### config.mk
export PLATFORM = sky130hd
export DESIGN_NAME = bcn_texture_block_decoder_unit
export DESIGN_NICKNAME = d
export VERILOG_FILES = /design/src/rtl/bctbd_pkg.sv /design/src/rtl/bctbd_palette.sv /design/src/rtl/bctbd_lane.sv /design/src/rtl/bcn_texture_block_decoder_unit.sv
export SDC_FILE = /design/constraint.sdc
export NUM_CORES = 2
export LEC_CHECK = 0
export BUFFER_PORTS_ARGS = -buffer_cell sky130_fd_sc_hd__clkbuf_2
export CAP_MARGIN = 10
export CORE_UTILIZATION = 46
export CTS_CLUSTER_DIAMETER = 100
export DETAILED_ROUTE_END_ITERATION = 7
export PLACE_DENSITY_LB_ADDON = 0.08
export SLEW_MARGIN = 20
export SYNTH_ARGS = -nofsm -noshare
export SYNTH_HDL_FRONTEND = slang
export SYNTH_SLANG_ARGS = --single-unit
export TNS_END_PERCENT = 100
### constraint.sdc
create_clock -name clk -period 32.4 [get_ports clk]
set_input_delay 1.62 -clock clk [delete_from_list [all_inputs] [get_ports clk]]
set_output_delay 1.62 -clock clk [all_outputs]
set_load 0.01 [all_outputs]
### src/rtl/bctbd_pkg.sv
// ----------------------------------------------------------------------------
// bctbd_pkg
// Shared codes, widths and structures of the BC1..BC5 block decoder.
// ----------------------------------------------------------------------------
`default_nettype none

package bctbd_pkg;

  // format register codes
  localparam logic [2:0] FMT_BC1 = 3'd0;
  localparam logic [2:0] FMT_BC2 = 3'd1;
  localparam logic [2:0] FMT_BC3 = 3'd2;
  localparam logic [2:0] FMT_BC4 = 3'd3;
  localparam logic [2:0] FMT_BC5 = 3'd4;

  localparam int LANES = 4;     // texel columns decoded side by side
  localparam int IN_W  = 128;   // block_low, block_high
  localparam int OUT_W = 136;   // row_index + four texels, padded to bytes

  // first pipeline stage: expanded endpoints and weighted sums
  typedef struct packed {
    logic                  three;   // BC1 three-color mode
    logic [1:0][2:0][7:0]  ep;      // endpoint colors, [2] red .. [0] blue
    logic [2:0][9:0]       s2;      // 2*c0 + c1 per channel
    logic [2:0][9:0]       s3;      // c0 + 2*c1 per channel
  } csum_t;

  typedef struct packed {
    logic                  gt;      // e0 > e1: eight-value mode
    logic [7:0]            e0;
    logic [7:0]            e1;
    logic [5:0][10:0]      sum;     // weighted endpoint sums of entries 2..7
  } vsum_t;

  typedef struct packed {
    csum_t c;
    vsum_t a;
    vsum_t g;
  } psum_t;

  // second pipeline stage: finished palettes
  typedef struct packed {
    logic                  trans;   // entry 3 is transparent black
    logic [3:0][23:0]      rgb;
  } cpal_t;

  typedef struct packed {
    cpal_t                 c;
    logic [7:0][7:0]       a;       // palette from block_low
    logic [7:0][7:0]       g;       // palette from block_high
  } pal_t;

  // index bits that one lane needs for its texel
  typedef struct packed {
    logic [1:0] cidx;
    logic [3:0] a4;
    logic [2:0] aidx;
    logic [2:0] gidx;
  } tidx_t;

endpackage

`default_nettype wire

### src/rtl/bctbd_palette.sv
// ----------------------------------------------------------------------------
// bctbd_palette
// Two-stage palette builder: endpoint expansion and weighted sums, then the
// reciprocal divides by 3, 5 and 7.
// ----------------------------------------------------------------------------
`default_nettype none

module bctbd_palette
  import bctbd_pkg::*;
(
  input  wire logic        clk,
  input  wire logic [2:0]  fmt,
  input  wire logic [63:0] blk_lo,
  input  wire logic [63:0] blk_hi,
  input  wire logic        s1_en,
  input  wire logic        s2_en,
  output      pal_t        pal
);

  psum_t sum_nxt, sum_r;
  pal_t  pal_nxt, pal_r;

  function automatic logic [7:0] expand5(input logic [4:0] v);
    return {v, v[4:2]};
  endfunction

  function automatic logic [7:0] expand6(input logic [5:0] v);
    return {v, v[5:4]};
  endfunction

  // x / 3 for x < 768
  function automatic logic [7:0] div3(input logic [9:0] x);
    logic [19:0] p;
    p = 20'(x) * 20'd683;
    return p[18:11];
  endfunction

  // x / 5 for x < 1280
  function automatic logic [7:0] div5(input logic [10:0] x);
    logic [22:0] p;
    p = 23'(x) * 23'd3277;
    return p[21:14];
  endfunction

  // x / 7 for x < 1792
  function automatic logic [7:0] div7(input logic [10:0] x);
    logic [22:0] p;
    p = 23'(x) * 23'd2341;
    return p[21:14];
  endfunction

  // endpoint pair and weighted sums of a single-channel block
  function automatic vsum_t vbuild(input logic [15:0] w);
    vsum_t v;
    logic [10:0] w0;
    logic [10:0] w1;
    v.e0 = w[7:0];
    v.e1 = w[15:8];
    v.gt = v.e0 > v.e1;
    for (int i = 0; i < 6; i++) begin
      w1 = 11'(i + 1);
      w0 = v.gt ? 11'(6 - i) : 11'(4 - i);
      if (v.gt || i < 4) begin
        v.sum[i] = 11'(w0 * 11'(v.e0) + w1 * 11'(v.e1));
      end else begin
        v.sum[i] = '0;
      end
    end
    return v;
  endfunction

  // finished 8-entry palette
  function automatic logic [7:0][7:0] vfinish(input vsum_t v);
    logic [7:0][7:0] p;
    p[0] = v.e0;
    p[1] = v.e1;
    for (int i = 0; i < 6; i++) begin
      if (v.gt) begin
        p[2 + i] = div7(v.sum[i]);
      end else if (i < 4) begin
        p[2 + i] = div5(v.sum[i]);
      end else begin
        p[2 + i] = (i == 4) ? 8'd0 : 8'd255;
      end
    end
    return p;
  endfunction

  // stage 1: expansion and sums
  always_comb begin
    logic [31:0] cw;
    cw = (fmt == FMT_BC1) ? blk_lo[31:0] : blk_hi[31:0];
    sum_nxt.c.ep[0] = {expand5(cw[15:11]), expand6(cw[10:5]), expand5(cw[4:0])};
    sum_nxt.c.ep[1] = {expand5(cw[31:27]), expand6(cw[26:21]), expand5(cw[20:16])};
    sum_nxt.c.three = (fmt == FMT_BC1) && (cw[15:0] <= cw[31:16]);
    for (int s = 0; s < 3; s++) begin
      sum_nxt.c.s2[s] = {1'b0, sum_nxt.c.ep[0][s], 1'b0} + {2'b00, sum_nxt.c.ep[1][s]};
      sum_nxt.c.s3[s] = {2'b00, sum_nxt.c.ep[0][s]} + {1'b0, sum_nxt.c.ep[1][s], 1'b0};
    end
    sum_nxt.a = vbuild(blk_lo[15:0]);
    sum_nxt.g = vbuild(blk_hi[15:0]);
  end

  always_ff @(posedge clk) begin
    if (s1_en) begin
      sum_r <= sum_nxt;
    end
  end

  // stage 2: divides and palette assembly
  always_comb begin
    logic [8:0] avg;
    pal_nxt.c.trans  = sum_r.c.three;
    pal_nxt.c.rgb[0] = sum_r.c.ep[0];
    pal_nxt.c.rgb[1] = sum_r.c.ep[1];
    for (int s = 0; s < 3; s++) begin
      avg = {1'b0, sum_r.c.ep[0][s]} + {1'b0, sum_r.c.ep[1][s]};
      if (sum_r.c.three) begin
        pal_nxt.c.rgb[2][8*s +: 8] = avg[8:1];
        pal_nxt.c.rgb[3][8*s +: 8] = 8'd0;
      end else begin
        pal_nxt.c.rgb[2][8*s +: 8] = div3(sum_r.c.s2[s]);
        pal_nxt.c.rgb[3][8*s +: 8] = div3(sum_r.c.s3[s]);
      end
    end
    pal_nxt.a = vfinish(sum_r.a);
    pal_nxt.g = vfinish(sum_r.g);
  end

  always_ff @(posedge clk) begin
    if (s2_en) begin
      pal_r <= pal_nxt;
    end
  end

  assign pal = pal_r;

endmodule

`default_nettype wire

### src/rtl/bctbd_lane.sv
// ----------------------------------------------------------------------------
// bctbd_lane
// One texel column: palette lookups and per-format ARGB assembly.
// ----------------------------------------------------------------------------
`default_nettype none

module bctbd_lane
  import bctbd_pkg::*;
(
  input  wire logic [2:0]  fmt,
  input  wire pal_t        pal,
  input  wire tidx_t       idx,
  output      logic [31:0] texel
);

  logic [23:0] rgb;
  logic [7:0]  calpha;
  logic [7:0]  av;
  logic [7:0]  gv;

  // lookups
  assign rgb    = pal.c.rgb[idx.cidx];
  assign calpha = (pal.c.trans && idx.cidx == 2'd3) ? 8'h00 : 8'hFF;
  assign av     = pal.a[idx.aidx];
  assign gv     = pal.g[idx.gidx];

  // format select
  always_comb begin
    unique case (fmt)
      FMT_BC1: texel = {calpha, rgb};
      FMT_BC2: texel = {idx.a4, idx.a4, rgb};
      FMT_BC3: texel = {av, rgb};
      FMT_BC4: texel = {8'hFF, av, av, av};
      FMT_BC5: texel = {8'hFF, av, gv, 8'h00};
      default: texel = '0;
    endcase
  end

endmodule

`default_nettype wire

### src/rtl/bcn_texture_block_decoder_unit.sv
// ----------------------------------------------------------------------------
// bcn_texture_block_decoder_unit
// BC1..BC5 block decoder: one 128-bit block in, four rows of ARGB8888 out.
// ----------------------------------------------------------------------------
// Usage:
//   in_*  : one compressed 4x4 block per item, block_low in tdata[63:0],
//           block_high in tdata[127:64].
//   out_* : four items per block, top row first; tlast marks the fourth row.
//   cfg_* : format code, written while the block is idle.
// Path: an accepted block passes the endpoint-sum register, the palette
//   register and the row stage before its first row enters the output register.
// Each block leaves as four rows through the single output row register;
//   the four column lanes finish a whole row each cycle unless out_tready stalls it.
// A new block is taken while the previous one is still emitting rows: the
//   two palette stages hold up to two blocks behind the row stage.
// When out_tready is low the output register holds its row and the stages
//   behind it fill up, then in_tready drops.
// Reset clears all valid flags and sets the format to BC1.
// ----------------------------------------------------------------------------
`default_nettype none

module bcn_texture_block_decoder_unit
  import bctbd_pkg::*;
(
  input  wire logic              clk,
  input  wire logic              rst_n,
  // configuration
  input  wire logic              cfg_wr_en,
  input  wire logic [2:0]        cfg_wr_data,   // format_code
  // block input
  input  wire logic              in_tvalid,
  output      logic              in_tready,
  input  wire logic [IN_W-1:0]   in_tdata,      // block_low[63:0], block_high[127:64]
  // row output
  output      logic              out_tvalid,
  input  wire logic              out_tready,
  output      logic [OUT_W-1:0]  out_tdata,     // row_index[1:0], texel_zero[33:2],
                                                // texel_one[65:34], texel_two[97:66],
                                                // texel_three[129:98], zero pad
  output      logic              out_tlast      // last_row
);

  logic [2:0]             fmt_r;
  logic                   p1_vld_r, p2_vld_r, e_vld_r;
  logic [IN_W-1:0]        blk1_r, blk2_r, blke_r;
  logic [1:0]             row_r;
  pal_t                   pal2, pale_r;
  logic                   o_load, emit, e_free, e_take, p2_ready, p1_ready, in_fire;
  logic [63:0]            e_lo, e_hi;
  logic [31:0]            cw;
  tidx_t                  idx [LANES];
  logic [LANES-1:0][31:0] texel;
  logic                   out_tvalid_r, out_tlast_r;
  logic [OUT_W-1:0]       out_tdata_r, out_tdata_nxt;

  // format register
  always_ff @(posedge clk) begin
    if (!rst_n) begin
      fmt_r <= FMT_BC1;
    end else if (cfg_wr_en) begin
      fmt_r <= cfg_wr_data;
    end
  end

  // pipeline flow control, back to front
  assign o_load   = !out_tvalid_r || out_tready;
  assign emit     = e_vld_r && o_load;
  assign e_free   = emit && (row_r == 2'd3);
  assign e_take   = !e_vld_r || e_free;
  assign p2_ready = !p2_vld_r || e_take;
  assign p1_ready = !p1_vld_r || p2_ready;
  assign in_fire  = in_tvalid && p1_ready;
  assign in_tready = p1_ready;

  always_ff @(posedge clk) begin
    if (!rst_n) begin
      p1_vld_r <= 1'b0;
      p2_vld_r <= 1'b0;
      e_vld_r  <= 1'b0;
      row_r    <= 2'd0;
    end else begin
      if (p1_ready) begin
        p1_vld_r <= in_tvalid;
      end
      if (p2_ready) begin
        p2_vld_r <= p1_vld_r;
      end
      if (e_take) begin
        e_vld_r <= p2_vld_r;
        row_r   <= 2'd0;
      end else if (emit) begin
        row_r   <= row_r + 2'd1;
      end
    end
  end

  // raw block travels beside the palette stages
  always_ff @(posedge clk) begin
    if (in_fire) begin
      blk1_r <= in_tdata;
    end
    if (p1_vld_r && p2_ready) begin
      blk2_r <= blk1_r;
    end
    if (p2_vld_r && e_take) begin
      blke_r <= blk2_r;
      pale_r <= pal2;
    end
  end

  bctbd_palette u_palette (
    .clk    (clk),
    .fmt    (fmt_r),
    .blk_lo (in_tdata[63:0]),
    .blk_hi (in_tdata[127:64]),
    .s1_en  (in_fire),
    .s2_en  (p1_vld_r && p2_ready),
    .pal    (pal2)
  );

  // column lanes on the current row
  assign e_lo = blke_r[63:0];
  assign e_hi = blke_r[127:64];
  assign cw   = (fmt_r == FMT_BC1) ? e_lo[63:32] : e_hi[63:32];

  for (genvar c = 0; c < LANES; c++) begin : g_lane
    logic [3:0] k;
    assign k = {row_r, 2'(c)};
    assign idx[c].cidx = cw[{k, 1'b0} +: 2];
    assign idx[c].a4   = e_lo[{k, 2'b00} +: 4];
    assign idx[c].aidx = e_lo[6'd16 + 6'(k) * 6'd3 +: 3];
    assign idx[c].gidx = e_hi[6'd16 + 6'(k) * 6'd3 +: 3];

    bctbd_lane u_lane (
      .fmt   (fmt_r),
      .pal   (pale_r),
      .idx   (idx[c]),
      .texel (texel[c])
    );
  end

  // merge lanes into the output row register
  assign out_tdata_nxt = OUT_W'({texel, row_r});

  always_ff @(posedge clk) begin
    if (!rst_n) begin
      out_tvalid_r <= 1'b0;
    end else if (o_load) begin
      out_tvalid_r <= e_vld_r;
    end
  end

  always_ff @(posedge clk) begin
    if (emit) begin
      out_tdata_r <= out_tdata_nxt;
      out_tlast_r <= (row_r == 2'd3);
    end
  end

  assign out_tvalid = out_tvalid_r;
  assign out_tdata  = out_tdata_r;
  assign out_tlast  = out_tlast_r;

  // checks
  a_row_idle: assert property (@(posedge clk) disable iff (!rst_n)
    !e_vld_r |-> row_r == 2'd0)
    else $error("row counter not at zero while row stage is empty");

  a_block_kept: assert property (@(posedge clk) disable iff (!rst_n)
    (emit && row_r != 2'd3) |=> e_vld_r)
    else $error("block dropped before its fourth row");

  a_full_stall: assert property (@(posedge clk) disable iff (!rst_n)
    (p1_vld_r && p2_vld_r && e_vld_r && out_tvalid && !out_tready) |-> !in_tready)
    else $error("input taken while the whole pipeline is stalled");

  a_last_row: assert property (@(posedge clk) disable iff (!rst_n)
    (emit && row_r == 2'd3) |=> (out_tvalid && out_tlast && !e_vld_r) || p2_vld_r
                                 || $past(p2_vld_r))
    else $error("fourth row did not close the block");

endmodule

`default_nettype wire

==> run metrics <==
CP max stage delay 0.59 ns; slew margin rel. between 20 and 30%; area grow syn2layout 9.22%; Fin Setup TNS 0 ns; Vias per Instance about 5.5; # IOs between 200 and 300; setup violators final 0; DRT antenna net count 0; CTS Buf Count 130; mux cell area share after synthesis between 7 and 8%; hold_buf cts 0; YS warnings 0; mean routed wirelength per cell between 20 and 25 um; most common cell after layout, fill and taps aside ha_1; worst endpoint data arrival time roughly 8.6 ns; post-cts resize count 0; critical path required time between 30 and 40 ns; First-pass DRT Iterations 8; Critical Path Most Common Cell inv_1; FP Rows 170; Final Slew Violations 0; width of the die around 470 um; Worst Path Max Fanout 24; Post-synth ARST share 0%; Final Hold Viols 0; status finished, final reports clean; first-pass GRT wire length roughly 420 mm; fin nets between 10000 and 15000; 1st-iter DRT viols 4930; Register Area about 33000 sq um; fin crit period 8.12 ns; CTS tree done; wirelength, routed 280 mm; H-tree levels 4; syn avg cell area 11.9 sq um; hold depth 0; clk sinks roughly 1100; antenna violations before repair 22; Max Clock Skew 0.0566 ns; most frequent cells in the layout ha_1, inv_1, edfxtp_1; Synth Flop Type edfxtp_1; grt total ovfl 0; number of global-route vias before repair roughly 66000; Cells after Synth ~8400; fillers ~19000; complex-gate fraction of the synthesized area under 10%; layout cells sized above 1 under 10%; root buf cell clkbuf_16; CORE AREA roughly 220000 sq um; Fmax 123 MHz; Post-Synth XOR/XNOR Area 3.49%; Post-synth EDFFs ~1100; GPL Wtd Cong approximately 0.94; DPL Wire Length 228 mm; Post-Synth Adder-Cell Area a little under two fifths; Cell Area, Synth 100000 sq um; Initial Utilization a little under half; full die area between 200000 and 250000 sq um; largest net degree at the start of global routing 170; Synth Area in Simple Gates under 10%; die height 468 um; global-route usage over all layers 26.0%; CP Launch Type input pin; post-synthesis sequential area ratio about 33%; synth unique cells 85; largest family of logic cells by synthesized area adder cells; vias post-DR around 64000; Post-route DRC 0; crit-path leading delay family adder cells; Least-Margin Pin Slew ~1.1 ns; CTS clk-pin slew, worst paths 0.06 ns; RSZ-0062 raised after global routing no; Worst Path Class, Setup in2reg; Yosys reg bits 1091; IO buf count 268; worst skew pair latency 0.80 ns; area of the multi-input gates 60600 sq um; post-CTS setup buffers 0; Stages on worst setup path 30; worst path bufs/invs 8; max_cap viols 0; cells on worst reg2reg path 11; CP max-delay cell fa_1; Tcrit/Tclk final about a quarter; Min-Delay Path Class reg2reg; Clock Path Buffers 3; Setup crit end kind flip-flop
-- Yosys cell counts, types with 18 or more instances --
cell type  count  area (sq um)
edfxtp_1    1082         32500
buf_4         24           180
mux2_1        22           248
a22oi_1       18           135
nand2_1      242           908
o21ai_1       67           335
nor3_1        42           210
o31ai_1       19           143
ha_1        1880         23500
nand4_1       22           138
a31oi_1       27           169
o21a_1        52           390
xnor2_1      289          2530
clkbuf_1      92           345
and3_1        23           144
mux4_2       174          3920
mux2_2        79           890
o21bai_1      78           586
inv_1       1591          5970
nor2_1       274          1030
a21oi_1      379          1900
mux2i_1      233          2330
o21ai_0      257          1290
and2_1        41           257
xor2_1       107           937
nor2b_1       63           394
buf_2         31           155
nand2b_1      24           150
fa_1         715         14300
nand3_1       54           270
a21o_1        95           713
a211oi_1      59           443
-- layer usage --
metal  wire length (um)  share of wire (%)  global-route usage (%)
met4               9480                3.4                    8.16
met2             124000                 44                    40.6
met5                 95              0.034                       0
met3              15800                5.7                    3.44
met1             130000                 46                    37.4
-- sequential cells by signal, indices dropped and copies added (netlist names), 3 cells and up --
name / cells
fmt_r: 3
blke_r: 128
blk1_r: 128
out_tdata: 130
u_palette.sum_r: 186
u_palette.pal: 177
u_palette.pal_nxt: 27
blk2_r: 128
pale_r: 177
-- per-stage QoR --
step | cells | setup WS [ns] | area, sq um | hold slack [ns] | utilization [%]
floorplan | 8412 | 7.13 | 100000 | 0.400 | -
global placement | 11425 | 23.46 | 105000 | 0.401 | 48.7
detailed placement | 11425 | 23.42 | 105000 | 0.405 | 48.7
CTS | 11657 | 24.29 | 109000 | 0.397 | 50.7
global route | 11660 | 23.84 | 109000 | 0.402 | 50.7
finish | 11664 | 24.28 | 109000 | 0.400 | 50.7
-- worst paths after layout --
kind / slack (ns) / end / from
max: 24.28 / u_palette.sum_r[148]$_SDFFCE_PN0P_ / in_tdata[14]
min: 0.40 / blk2_r[65]$_DFFE_PP_ / blk1_r[65]$_DFFE_PP_
max reg2reg: 26.21 / out_tdata[49]$_DFFE_PP_ / row_r[1]$_SDFFE_PP0P_
min reg2reg: 0.40 / blk2_r[65]$_DFFE_PP_ / blk1_r[65]$_DFFE_PP_
-- cell type report --
type                       instances  share of cell area, %
antenna                            5                 0.0115
clock inverter                    80                  0.861
tap                             2838                   3.25
multi-input combinational       5554                   55.5
clock buffer                     152                   3.09
inverter                        1595                   5.49
timing repair buffer             349                   1.83
sequential                      1091                   29.9
-- logic make-up (layout without fill, tap and decap cells) --
logic type,after synthesis,after routing
other,1,13
AOI/OAI and AO/OA,1166,1166
muxes,533,533
adders and majority gates,2595,2595
and+or+nand+nor,855,855
xor gates and xnor gates,397,397
buffers and inverters,1767,2176
DFF,1091,1091
Power is not shown: default switching activity piles up to over one toggle a cycle in this logic, so the estimate is an artifact.
